## src/sv/csafe_frame_receiver_unit_macros.svh

```systemverilog
// Assertion macros shared by the receiver's RTL files.
// Both sample on the rising edge of clk and are switched off while rst_n is low.
`ifndef CSAFE_FRAME_RECEIVER_UNIT_MACROS_SVH
`define CSAFE_FRAME_RECEIVER_UNIT_MACROS_SVH

// The consequent must hold in the same cycle as the antecedent.
`define CSAFE_FR_ASSERT_SAME(lbl, ante, cons, msg) \
  lbl: assert property (@(posedge clk) disable iff (!rst_n) (ante) |-> (cons)) \
    else $error(msg);

// The consequent must hold in the cycle after the antecedent.
`define CSAFE_FR_ASSERT_NEXT(lbl, ante, cons, msg) \
  lbl: assert property (@(posedge clk) disable iff (!rst_n) (ante) |=> (cons)) \
    else $error(msg);

`endif

```

## src/sv/csafe_fr_pkg.sv

```systemverilog
package csafe_fr_pkg;

  localparam logic [7:0] BYTE_START = 8'hF1;
  localparam logic [7:0] BYTE_END   = 8'hF2;
  localparam logic [7:0] BYTE_ESC   = 8'hF3;
  localparam logic [7:0] BYTE_BASE  = 8'hF0;
  localparam logic [7:0] CMD_SPEED  = 8'h53;
  localparam logic [7:0] CMD_GRADE  = 8'h58;
  localparam logic [7:0] CMD_STATUS = 8'h80;

  // Decoded payload bytes besides the declared data: command, length, checksum.
  localparam int unsigned FRAME_OVERHEAD = 3;

  typedef enum logic [1:0] {
    MODE_IDLE  = 2'd0,
    MODE_RECV  = 2'd1,
    MODE_STUFF = 2'd2
  } rx_mode_t;

  typedef enum logic [1:0] {
    ST_OK        = 2'd0,
    ST_BAD_SUM   = 2'd1,
    ST_SHORT     = 2'd2,
    ST_LEN_ERROR = 2'd3
  } frame_status_t;

  typedef enum logic [1:0] {
    KIND_STATUS  = 2'd0,
    KIND_SPEED   = 2'd1,
    KIND_GRADE   = 2'd2,
    KIND_UNKNOWN = 2'd3
  } reply_kind_t;

  typedef struct packed {
    frame_status_t frame_status;
    logic [7:0]    command_code;
    logic [7:0]    data_length;
    reply_kind_t   reply_kind;
    logic [15:0]   raw_value;
    logic          value_valid;
  } result_t;

endpackage

```

## src/sv/csafe_fr_ifs.sv

```systemverilog
interface csafe_fr_byte_if;
  logic       valid;
  logic       ready;
  logic [7:0] rx_byte;

  modport source (output valid, output rx_byte, input ready);
  modport sink (input valid, input rx_byte, output ready);
endinterface

interface csafe_fr_result_if;
  logic        valid;
  logic        ready;
  logic [1:0]  frame_status;
  logic [7:0]  command_code;
  logic [7:0]  data_length;
  logic [1:0]  reply_kind;
  logic [15:0] raw_value;
  logic        value_valid;

  modport source (
    output valid, output frame_status, output command_code, output data_length,
    output reply_kind, output raw_value, output value_valid, input ready
  );
  modport sink (
    input valid, input frame_status, input command_code, input data_length,
    input reply_kind, input raw_value, input value_valid, output ready
  );
endinterface

```

## src/sv/csafe_fr_decode.sv

```systemverilog
module csafe_fr_decode #(
  parameter int unsigned COUNT_WIDTH = 9
) (
  input  logic                  clk,
  input  logic                  rst_n,
  input  logic [7:0]            byte_i,
  input  logic                  fire_i,
  output logic                  has_result_o,
  output csafe_fr_pkg::result_t result_o
);
  import csafe_fr_pkg::*;

  localparam logic [COUNT_WIDTH-1:0] COUNT_MAX  = '1;
  localparam logic [COUNT_WIDTH-1:0] COUNT_OVHD = COUNT_WIDTH'(FRAME_OVERHEAD);

  rx_mode_t               mode_r, mode_nxt;
  logic [7:0]             xor_r, xor_nxt;
  logic [COUNT_WIDTH-1:0] count_r, count_nxt;
  logic [7:0]             cmd_r, cmd_nxt;
  logic [7:0]             len_r, len_nxt;
  logic [7:0]             dlo_r, dlo_nxt;
  logic [7:0]             dhi_r, dhi_nxt;

  logic                   active;
  logic                   is_data;
  logic [7:0]             decoded;
  logic [COUNT_WIDTH-1:0] expected;
  frame_status_t          status;
  reply_kind_t            kind;

  always_ff @(posedge clk) begin
    if (!rst_n) begin
      mode_r  <= MODE_IDLE;
      xor_r   <= '0;
      count_r <= '0;
      cmd_r   <= '0;
      len_r   <= '0;
      dlo_r   <= '0;
      dhi_r   <= '0;
    end else begin
      mode_r  <= mode_nxt;
      xor_r   <= xor_nxt;
      count_r <= count_nxt;
      cmd_r   <= cmd_nxt;
      len_r   <= len_nxt;
      dlo_r   <= dlo_nxt;
      dhi_r   <= dhi_nxt;
    end
  end

  assign active  = (mode_r == MODE_RECV) || (mode_r == MODE_STUFF);
  assign is_data = (byte_i != BYTE_START) && (byte_i != BYTE_END) && (byte_i != BYTE_ESC);
  // A stuffed byte of 0 to 3 stands for 0xF0 to 0xF3, the base code and the framing codes.
  assign decoded = ((mode_r == MODE_STUFF) && (byte_i <= 8'd3)) ? (BYTE_BASE | byte_i) : byte_i;

  always_comb begin
    mode_nxt  = mode_r;
    xor_nxt   = xor_r;
    count_nxt = count_r;
    cmd_nxt   = cmd_r;
    len_nxt   = len_r;
    dlo_nxt   = dlo_r;
    dhi_nxt   = dhi_r;
    if (fire_i) begin
      if (byte_i == BYTE_START) begin
        mode_nxt  = MODE_RECV;
        xor_nxt   = '0;
        count_nxt = '0;
        cmd_nxt   = '0;
        len_nxt   = '0;
        dlo_nxt   = '0;
        dhi_nxt   = '0;
      end else if (byte_i == BYTE_END) begin
        mode_nxt = MODE_IDLE;
      end else if (byte_i == BYTE_ESC) begin
        if (mode_r == MODE_RECV) begin
          mode_nxt = MODE_STUFF;
        end
      end else if (active) begin
        mode_nxt = MODE_RECV;
        xor_nxt  = xor_r ^ decoded;
        if (count_r == COUNT_WIDTH'(0)) begin
          cmd_nxt = decoded;
        end
        if (count_r == COUNT_WIDTH'(1)) begin
          len_nxt = decoded;
        end
        if (count_r == COUNT_WIDTH'(2)) begin
          dlo_nxt = decoded;
        end
        if (count_r == COUNT_WIDTH'(3)) begin
          dhi_nxt = decoded;
        end
        if (count_r != COUNT_MAX) begin
          count_nxt = count_r + COUNT_WIDTH'(1);
        end
      end
    end
  end

  assign expected = COUNT_WIDTH'(len_r) + COUNT_OVHD;

  always_comb begin
    priority if (count_r < COUNT_OVHD) begin
      status = ST_SHORT;
    end else if (xor_r != 8'd0) begin
      status = ST_BAD_SUM;
    end else if (count_r != expected) begin
      status = ST_LEN_ERROR;
    end else begin
      status = ST_OK;
    end
  end

  always_comb begin
    unique case (cmd_r)
      CMD_STATUS: kind = KIND_STATUS;
      CMD_SPEED:  kind = KIND_SPEED;
      CMD_GRADE:  kind = KIND_GRADE;
      default:    kind = KIND_UNKNOWN;
    endcase
  end

  assign has_result_o          = (byte_i == BYTE_END) && active && !is_data;
  assign result_o.frame_status = status;
  assign result_o.command_code = cmd_r;
  assign result_o.data_length  = len_r;
  assign result_o.reply_kind   = kind;
  assign result_o.raw_value    = {dhi_r, dlo_r};
  assign result_o.value_valid  = (status == ST_OK) &&
                                 ((kind == KIND_SPEED) || (kind == KIND_GRADE)) &&
                                 (len_r >= 8'd3);
endmodule

```

## src/sv/csafe_fr_out_reg.sv

```systemverilog
module csafe_fr_out_reg (
  input  logic                   clk,
  input  logic                   rst_n,
  input  logic                   load_i,
  input  csafe_fr_pkg::result_t  result_i,
  output logic                   slot_free_o,
  csafe_fr_result_if.source      out_ch
);
  import csafe_fr_pkg::*;

  logic    valid_r, valid_nxt;
  result_t data_r;

  assign slot_free_o = !valid_r || out_ch.ready;

  always_comb begin
    valid_nxt = valid_r;
    if (load_i) begin
      valid_nxt = 1'b1;
    end else if (out_ch.ready) begin
      valid_nxt = 1'b0;
    end
  end

  always_ff @(posedge clk) begin
    if (!rst_n) begin
      valid_r <= 1'b0;
    end else begin
      valid_r <= valid_nxt;
    end
  end

  always_ff @(posedge clk) begin
    if (load_i) begin
      data_r <= result_i;
    end
  end

  assign out_ch.valid        = valid_r;
  assign out_ch.frame_status = data_r.frame_status;
  assign out_ch.command_code = data_r.command_code;
  assign out_ch.data_length  = data_r.data_length;
  assign out_ch.reply_kind   = data_r.reply_kind;
  assign out_ch.raw_value    = data_r.raw_value;
  assign out_ch.value_valid  = data_r.value_valid;
endmodule

```

## src/sv/csafe_frame_receiver_unit.sv

```systemverilog
// A frame's result is offered by the output register once its end byte, held in the input register, is used.
// Throughput: one byte per cycle except during the stall below; the receive state is updated in a single pass.
// A byte waits in the input register only while an end byte's result cannot
// be placed because the output register is full and not being taken.
// Reset (rst_n low, synchronous): idle, checksum, count and held bytes cleared,
// both registers empty.
`include "csafe_frame_receiver_unit_macros.svh"

module csafe_frame_receiver_unit #(
  parameter int unsigned COUNT_WIDTH = 9
) (
  input  logic              clk,
  input  logic              rst_n,
  csafe_fr_byte_if.sink     in_ch,
  csafe_fr_result_if.source out_ch
);
  import csafe_fr_pkg::*;

  // Input register: one received byte waiting to be folded into the frame state.
  logic       in_valid_r, in_valid_nxt;
  logic [7:0] in_byte_r;

  logic       consume;
  logic       has_result;
  logic       slot_free;
  logic       out_load;
  result_t    result;

  // The held byte is used up unless it ends a frame and the output slot is busy.
  assign consume     = in_valid_r && (!has_result || slot_free);
  assign out_load    = consume && has_result;
  assign in_ch.ready = !in_valid_r || consume;

  always_comb begin
    in_valid_nxt = in_valid_r;
    if (in_ch.valid && in_ch.ready) begin
      in_valid_nxt = 1'b1;
    end else if (consume) begin
      in_valid_nxt = 1'b0;
    end
  end

  always_ff @(posedge clk) begin
    if (!rst_n) begin
      in_valid_r <= 1'b0;
    end else begin
      in_valid_r <= in_valid_nxt;
    end
  end

  always_ff @(posedge clk) begin
    if (in_ch.valid && in_ch.ready) begin
      in_byte_r <= in_ch.rx_byte;
    end
  end

  // Frame state and result logic. State only moves when the held byte is used.
  csafe_fr_decode #(
    .COUNT_WIDTH (COUNT_WIDTH)
  ) u_decode (
    .clk          (clk),
    .rst_n        (rst_n),
    .byte_i       (in_byte_r),
    .fire_i       (consume),
    .has_result_o (has_result),
    .result_o     (result)
  );

  // Output register decouples the result side from the byte side.
  csafe_fr_out_reg u_out_reg (
    .clk         (clk),
    .rst_n       (rst_n),
    .load_i      (out_load),
    .result_i    (result),
    .slot_free_o (slot_free),
    .out_ch      (out_ch)
  );

  `CSAFE_FR_ASSERT_SAME(a_load_on_end, out_load, in_byte_r == BYTE_END, "result without end byte")
  `CSAFE_FR_ASSERT_NEXT(a_hold_stalled, in_valid_r && !consume, in_valid_r, "stalled byte lost")
  `CSAFE_FR_ASSERT_SAME(a_value_ok, out_ch.valid && out_ch.value_valid, out_ch.frame_status == ST_OK, "value valid on bad frame")
  `CSAFE_FR_ASSERT_SAME(a_value_kind, out_ch.valid && out_ch.value_valid, out_ch.reply_kind == KIND_SPEED || out_ch.reply_kind == KIND_GRADE, "value valid on wrong kind")

endmodule
```

## src/flat_wrapper.sv

```systemverilog
// flat-port wrapper written by rule: the top's interface ports become plain ports
module csafe_frame_receiver_unit_flat import csafe_fr_pkg::*;
#(
  parameter int unsigned COUNT_WIDTH = 9
)
  (clk, rst_n, in_ch_valid, in_ch_rx_byte, in_ch_ready, out_ch_valid, out_ch_frame_status, out_ch_command_code, out_ch_data_length, out_ch_reply_kind, out_ch_raw_value, out_ch_value_valid, out_ch_ready);
  csafe_fr_byte_if in_ch_i ();
  csafe_fr_result_if out_ch_i ();
  input  logic clk;
  input  logic rst_n;
  input wire logic [$bits(in_ch_i.valid)-1:0] in_ch_valid;
  input wire logic [$bits(in_ch_i.rx_byte)-1:0] in_ch_rx_byte;
  output wire logic [$bits(in_ch_i.ready)-1:0] in_ch_ready;
  output wire logic [$bits(out_ch_i.valid)-1:0] out_ch_valid;
  output wire logic [$bits(out_ch_i.frame_status)-1:0] out_ch_frame_status;
  output wire logic [$bits(out_ch_i.command_code)-1:0] out_ch_command_code;
  output wire logic [$bits(out_ch_i.data_length)-1:0] out_ch_data_length;
  output wire logic [$bits(out_ch_i.reply_kind)-1:0] out_ch_reply_kind;
  output wire logic [$bits(out_ch_i.raw_value)-1:0] out_ch_raw_value;
  output wire logic [$bits(out_ch_i.value_valid)-1:0] out_ch_value_valid;
  input wire logic [$bits(out_ch_i.ready)-1:0] out_ch_ready;
  assign in_ch_i.valid = in_ch_valid;
  assign in_ch_i.rx_byte = in_ch_rx_byte;
  assign in_ch_ready = in_ch_i.ready;
  assign out_ch_valid = out_ch_i.valid;
  assign out_ch_frame_status = out_ch_i.frame_status;
  assign out_ch_command_code = out_ch_i.command_code;
  assign out_ch_data_length = out_ch_i.data_length;
  assign out_ch_reply_kind = out_ch_i.reply_kind;
  assign out_ch_raw_value = out_ch_i.raw_value;
  assign out_ch_value_valid = out_ch_i.value_valid;
  assign out_ch_i.ready = out_ch_ready;
  csafe_frame_receiver_unit #(.COUNT_WIDTH(COUNT_WIDTH)) u_core (.clk(clk), .rst_n(rst_n), .in_ch(in_ch_i), .out_ch(out_ch_i));
endmodule
```

## config.mk

```make
export PLATFORM = sky130hd
export DESIGN_NAME = csafe_frame_receiver_unit_flat
export DESIGN_NICKNAME = d
export VERILOG_FILES = /design/src/sv/csafe_fr_pkg.sv /design/src/sv/csafe_fr_ifs.sv /design/src/sv/csafe_fr_decode.sv /design/src/sv/csafe_fr_out_reg.sv /design/src/sv/csafe_frame_receiver_unit.sv /design/src/flat_wrapper.sv
export VERILOG_INCLUDE_DIRS = /design/src /design/src/sv
export SDC_FILE = /design/constraint.sdc
export NUM_CORES = 1
export LEC_CHECK = 0
export ABC_CLOCK_PERIOD_IN_PS = 3210
export BUFFER_PORTS_ARGS = -buffer_cell sky130_fd_sc_hd__buf_4
export CAP_MARGIN = 20
export CORE_UTILIZATION = 58
export DETAILED_ROUTE_END_ITERATION = 10
export PLACE_DENSITY = 0.77
export SYNTH_ARGS = -nofsm -noshare
export SYNTH_HDL_FRONTEND = slang
export SYNTH_HIERARCHICAL = 1
export SYNTH_SLANG_ARGS = --single-unit
```

## constraint.sdc

```tcl
create_clock -name clk -period 3.21 [get_ports clk]
set_input_delay 0.4815 -clock clk [delete_from_list [all_inputs] [get_ports clk]]
set_output_delay 0.4815 -clock clk [all_outputs]
set_load 0.01 [all_outputs]
```

; Word level (Yosys, flattened, before mapping)
; Index checks and enable logic that the tools add are counted.
; W data, S select, Z words.
[classes]
n_addsub = 2
n_mux = 43
n_eq_ne = 21
bitwise = 1
n_lt_le_gt_ge = 3
n_reduce_logical = 38
[op_table]
columns = cell, count
row1 = $mux W8, 25
row2 = $mux W9, 5
row3 = $eq A8 B8 Y1 const B, 4
row4 = $reduce_and A5 Y1, 5
row5 = $ne A8 B8 Y1 const B, 3
row6 = $eq A9 B2 Y1 const B, 2
row7 = $eq A8 B7 Y1 const B, 2
row8 = $mux W2, 8
row9 = $reduce_bool A2 Y1, 8
row10 = $logic_and A1 B1 Y1, 10
row11 = $add A8 B2 Y9 const B, 1
row12 = $add A9 B1 Y9 const B, 1
row13 = $eq A9 B1 Y1 const B, 1
row14 = $logic_not A9 Y1, 1
row15 = $lt A9 B2 Y1 const B, 1
row16 = $ne A9 B9 Y1, 1
row17 = $ne A9 B9 Y1 const B, 1
row18 = $ge A8 B2 Y1 const B, 1
row19 = $le A8 B2 Y1 const B, 1
row20 = $reduce_bool A8 Y1, 1
row21 = $xor A8 B8 Y8, 1
row22 = $pmux W2 S3, 1
row23 = $logic_or A1 B1 Y1, 5
row24 = $eq A2 B1 Y1 const B, 2
row25 = 9 further kinds, 17
[word_totals]
elab_cells = 124
in_bits = 12
register_bits = 98

; Logic depth before layout (Yosys ltp)
[depth]
depth_word = 11
mapped_depth = 10
mapped_depth_nobuf = 10

; Hierarchy
; The synthesis kept the hierarchy.
[by_module_without_submodules]
columns = mod, cells_each, area_each_um2, seq_area_each_um2, n_inst
row1 = csafe_fr_decode, 308, 2829.0, 1021.0, 1
row2 = csafe_fr_out_reg, 41, 1159.9, 1131.1, 1
row3 = csafe_frame_receiver_unit, 16, 322.8, 260.2, 1

; Least setup slack after synthesis
; OpenSTA, ideal clock, no wires.
[synth_path]
path_type = reg2reg
from = register u_core.in_byte_r[3]
to = register u_core.u_decode.count_r[1]
arrival_ns = 2.394
setup_time_ns = 0.115
t_required_ns = 3.095
stages_incl_launch_ff = 11
synth_period_minus_slack_ns = 2.509
path_slack_ns = 0.701
path_cell_list = edfxtp_1 > or2_4 > nor2_1 > nand2_1 > nor3_1 > a21boi_0 > o31ai_4 > buf_4 > nor2_1 > and3_1 > o21a_1
[synth_via]
elab_chain_len = 9
[synth_lines]
columns = item, line_no
row1 = start: declaration, csafe_frame_receiver_unit.sv:21  ; logic [7:0] in_byte_r;
row2 = start signal: assignment, csafe_frame_receiver_unit.sv:53  ; in_byte_r <= in_ch.rx_byte;
row3 = $ne A8 B8 Y1, csafe_fr_decode.sv:52  ; assign is_data = (byte_i != BYTE_START) && (byte_i != BYTE_END) && (byte_i != BYTE_ESC);
row4 = $logic_and A1 B1 Y1 (2 in a row), csafe_fr_decode.sv:52
row5 = $logic_not A1 Y1, csafe_fr_decode.sv:124  ; assign has_result_o = (byte_i == BYTE_END) && active && !is_data;
row6 = $logic_and A1 B1 Y1 *, csafe_fr_decode.sv:124
row7 = net u_core.has_result, csafe_frame_receiver_unit.sv:24  ; logic has_result;
row8 = $logic_not A1 Y1 *, csafe_frame_receiver_unit.sv:30  ; assign consume = in_valid_r && (!has_result || slot_free);
row9 = $logic_or A1 B1 Y1 *, csafe_frame_receiver_unit.sv:30
row10 = $logic_and A1 B1 Y1 *, csafe_frame_receiver_unit.sv:30
row11 = net u_core.consume, csafe_frame_receiver_unit.sv:23  ; logic consume;
row12 = $reduce_and A5 Y1 (no source line) *, n/a
row13 = end signal: assignment, csafe_fr_decode.sv:43  ; count_r <= count_nxt;
row14 = end: declaration, csafe_fr_decode.sv:18  ; logic [COUNT_WIDTH-1:0] count_r, count_nxt;
; The timed path passes the listed nets; every way through them passes the cells marked *.
; A chain may end at the register's enable or synchronous reset.

; Worst setup path after layout
[layout_path]
from = register u_core.in_byte_r[2]
to = register u_core.u_decode.count_r[1]
; Same word-level chain as after synthesis.

==> impl_summary.md <==
Clock network
The insertion delay of the later-clocked pin in the worst-skew pair is 0.36 ns. The maximum buffer depth of the clock tree is 2. The TritonCTS sink count is 98.

The tree is rooted in a sky130_fd_sc_hd__clkbuf_8. Buffers inserted during clock tree synthesis total 9. After clock tree synthesis, the clock-pin slew on the worst setup and hold paths is 0.09 ns. The setup fix buffers added after clock tree synthesis is 0. The count of instances resized after the clock tree is built is 0.

The deepest level of the CTS H-tree is 3. The number of hold buffers added after cts is 0. The clock tree from TritonCTS is done.

Place
Detailed placement ended at an HPWL of 5.65 mm. The count of buffers added on input and output ports is 50. The placer's final routability congestion estimate is 0.881.

Pwr
The switching power is 0.488 mW. VDD sags by at most 0.363 mV. The share of total power dissipated in the clock network is 0.366. The power share of the sequential group is 0.605. The power density of the placed cells is 446 nW/µm². The analysis attributes to cell leakage a power of 1.73 nW. The cell internal power dissipation is 1.70 mW. Of the total power, combinational logic draws 0.030. Of the total power, the share spent switching nets is 0.223.

Floorplan
The number of standard-cell rows in the floorplan is 31. The number of placed I/O pins is 51. The starting density of the core is 0.598. Measured along the x axis, the die boundary spans 88.2 µm. The die is 88.2 µm tall. After floorplanning, the core was sized to cover 7210 µm². The area enclosed by the die boundary is 7780 µm².

Global route
The total global-route track usage is 0.223. The maximum number of pins on one net before global-route repair is 39. The sum of overflow across all layers after global routing is 0. In the global route stage, met1 resource usage came out at 0.293. For this run, global-route usage on met2 was measured as 0.364. The number of antenna violations at the first check in global routing is 0. In the global route stage, met3 resource usage came out at 0.0336. The via count of the first global-routing pass was 2,575. The global-route wire length before repair is 12.7 mm.

The most heavily used metal layer in global routing is met2.

STA
Across all hold checks on the routed design, the worst slack comes to 0.289 ns. The final number of max-transition violations is 0. Setup violations remaining at the end of the flow were counted as 0. Across the routed clock network, the largest skew measured is 0.00845 ns. The count of endpoints failing hold in the final timing report is 0.

For the final routed database, the setup TNS stands at 0 ns. In the finished design, the share of the clock period the worst path needs comes to 0.882. The time the final worst path needs with I/O delays and setup is 2.83 ns. The actual slew at the worst max-slew pin is 0.991 ns. The worst slew margin relative to its limit is 0.335. The fmax is 353 MHz. Setup repair after global routing left no endpoint under its margin.

Route
The detail-routed via count per cell is 5.48. Once detail routing completed, the nets flagged for antenna violations numbered 0. The number of detailed-routing iterations run before antenna repair is 4. In the final routed layout, each cell accounts on average for 15.7 µm. For this block, the routed nets add up to 8.13 mm of wire. In this run, the number of DRC markers left after iteration 0 of detailed routing was 201. The total via count in the routed design is 2,844. For this run, design rule violations remaining after detail routing come to 0.

Critical path
The data arrival time at the worst-slack endpoint is 3.09 ns. Broken down by cell family, the worst path's largest delay share belongs to simple AND/OR/NAND/NOR gates. The endpoint required time on the critical path is 3.47 ns. The critical path in this run is classified as flop to flop. STA classifies the critical path startpoint as a flop. The most numerous cell type found on the critical path is sky130_fd_sc_hd__nor2_1. The element type at the critical path end is a flop.

Walking the worst path, the cells encountered are or2_4 -> nor2_1 -> nand2_1 -> nor3_1 -> a21boi_0 -> o31ai_4 -> nor2_1 -> and3_1 -> o21a_1. The largest driver fanout on the critical path is 14. For this run, the slowest stage of the critical path takes 0.54 ns.

Together, buffers and inverters on the worst path number 0. Among all stages on the critical path, the largest delay is contributed by sky130_fd_sc_hd__edfxtp_1.

Layout
The number of antenna diodes in the final layout is 0. Relative to the synthesized area, the layout overhead comes to 13.6%. The area taken by flip-flops and latches is 2410 µm². In the final layout, the share of cells above drive strength 1 is 0.195. The share of the core filled with cells is 0.679.

Counting the fill cells in the layout gives 570. The area used by multi-input combinational logic is 1700 µm². The net count of the finished layout is 437.

Logic synthesis
The post-synthesis cell type with the largest combined area is sky130_fd_sc_hd__edfxtp_1. Synthesis inferred 98 register bits. The most repeated cell in the gate-level netlist after synthesis is sky130_fd_sc_hd__nor2_1. The sequential area share after synthesis is 0.559. The number of synthesized flops with an enable pin is 45. After synthesis, the cell types taking the most area are sky130_fd_sc_hd__edfxtp_1 31%, sky130_fd_sc_hd__dfxtp_1 25%, sky130_fd_sc_hd__mux2i_1 7.7%. Yosys mapped the design onto 54 distinct sky130hd cell types. Of all flip-flops after synthesis, the portion carrying an async set or reset was 0. The total standard cell area after synthesis is 4310 µm². Counting every instance in the synthesized netlist gives 365.

The fraction of synthesized cell area taken by the top area cell type is 0.313. During synthesis, Yosys emitted a total of 6 warnings. The post-synthesis area per instance is 11.8 µm². Counting every net in the synthesized netlist gives 387. Ranked by instance count, the synthesized netlist is headed by 59 x sky130_fd_sc_hd__nor2_1, 53 x sky130_fd_sc_hd__dfxtp_1, 45 x sky130_fd_sc_hd__edfxtp_1. Among all flip-flop cells after synthesis, the most frequent one is sky130_fd_sc_hd__dfxtp_1.

Outcome
The flow ran to the end, and the final reports show no timing, DRC or antenna violations.

Run
The total of max-cap violations is 0.

Min path
The path category of the worst min-delay check is input pin to flop.
[registers in the layout (all words and copies together), names as in the netlist, 2 cells and up]
name,cells
u_core/u_decode/dlo_r,8
u_core/u_decode/dhi_r,8
u_core/u_out_reg/out_ch.command_code,8
u_core/in_byte_r,8
u_core/u_out_reg/out_ch.reply_kind,2
u_core/u_decode/xor_r,8
u_core/u_decode/count_r,9
u_core/u_out_reg/out_ch.data_length,8
u_core/u_out_reg/out_ch.frame_status,2
u_core/u_out_reg/out_ch.raw_value,16
u_core/u_decode/cmd_r,8
u_core/u_decode/len_r,8
u_core/u_decode/mode_r,2
[through the flow]
stage / instance area (µm²) / std cells / power, mW / setup WS [ns]
finish: 4900 / 519 / 2.19 / 0.377
global route: 4900 / 519 / 2.26 / 0.190
CTS: 4900 / 519 / 2.20 / 0.404
detailed placement: 4700 / 503 / 1.41 / 0.424
global placement: 4700 / 503 / 1.41 / 0.577
floorplan: 4310 / 365 / 1.39 / 0.701
[final timing paths]
check | from | end | slack, ns | cells past startpoint
setup / recovery | u_core/in_byte_r[2] | u_core/u_decode/count_r[1] | 0.38 | 9
hold / removal | in_ch_rx_byte[0] | u_core/in_byte_r[0] | 0.29 | 1
setup reg to reg | u_core/in_byte_r[2] | u_core/u_decode/count_r[1] | 0.38 | 9
hold reg to reg | u_core/u_decode/dhi_r[3] | u_core/u_out_reg/out_ch.raw_value[11] | 0.44 | 0
[area by class of cell]
| class | count | share of cell area |
|---|---|---|
| flip-flops and latches | 98 | 0.493 |
| multi-input cells | 236 | 0.347 |
| repair buffers | 52 | 0.0797 |
| clock buffers | 10 | 0.0261 |
| well taps | 99 | 0.0253 |
| clock inverters | 6 | 0.0151 |
| inverters | 18 | 0.0138 |
[per-layer routing]
layer	share of wire	wire length [µm]
met5	0	0
met4	0.018	143
met3	0.044	356
met2	0.49	3950
met1	0.45	3680
[power by group through the flow]
| stage | combinational, mW | clock [mW] | sequential [mW] |
|---|---|---|---|
| 6_report | 0.0648 | 0.799 | 1.32 |
| 4_1_cts | 0.0644 | 0.817 | 1.32 |
| 5_1_grt | 0.0691 | 0.867 | 1.32 |
| 2_1_floorplan | 0.0474 | 0 | 1.34 |
| 3_5_place_dp | 0.0640 | 0 | 1.35 |
| 3_3_place_gp | 0.0627 | 0 | 1.35 |
[worst reg2reg max path: stages (launching register included)]
cell	delay [ns]
sky130_fd_sc_hd__edfxtp_1	0.54
sky130_fd_sc_hd__or2_4	0.31
sky130_fd_sc_hd__nor2_1	0.18
sky130_fd_sc_hd__nand2_1	0.07
sky130_fd_sc_hd__nor3_1	0.40
sky130_fd_sc_hd__a21boi_0	0.29
sky130_fd_sc_hd__o31ai_4	0.28
sky130_fd_sc_hd__nor2_1	0.24
sky130_fd_sc_hd__and3_1	0.25
sky130_fd_sc_hd__o21a_1	0.16
[cell families (layout without fill, tap and decap cells)]
group / count (synthesis) / in the layout / share of synthesized area
compound gates: 46 / 46 / 0.0934
simple gates: 125 / 125 / 0.151
fa+ha+maj: 10 / 10 / 0.0290
buf+inv: 31 / 86 / 0.0458
flops: 98 / 98 / 0.559
mux: 33 / 33 / 0.0766
xor+xnor: 22 / 22 / 0.0447
[placed cells by master, fill, tap and decap left out, drive strengths merged, types with 3 or more instances in the layout]
| master | instances |
|---|---|
| nor2 | 59 |
| dfxtp | 53 |
| buf | 52 |
| edfxtp | 45 |
| mux2i | 33 |
| inv | 20 |
| xnor2 | 14 |
| nand3 | 12 |
| nand2 | 10 |
| ha | 10 |
| clkbuf | 10 |
| xor2 | 8 |
| o21a | 8 |
| nand4 | 7 |
| nor3 | 7 |
| o211ai | 6 |
| nor4 | 6 |
| and3 | 6 |
| a211oi | 6 |
| nor4b | 5 |
| a21oi | 5 |
| o31ai | 4 |
| or4 | 3 |
| a31oi | 3 |
| a21boi | 3 |
| o21ai | 3 |
No activity file was read; power rests on OpenSTA's default activity.
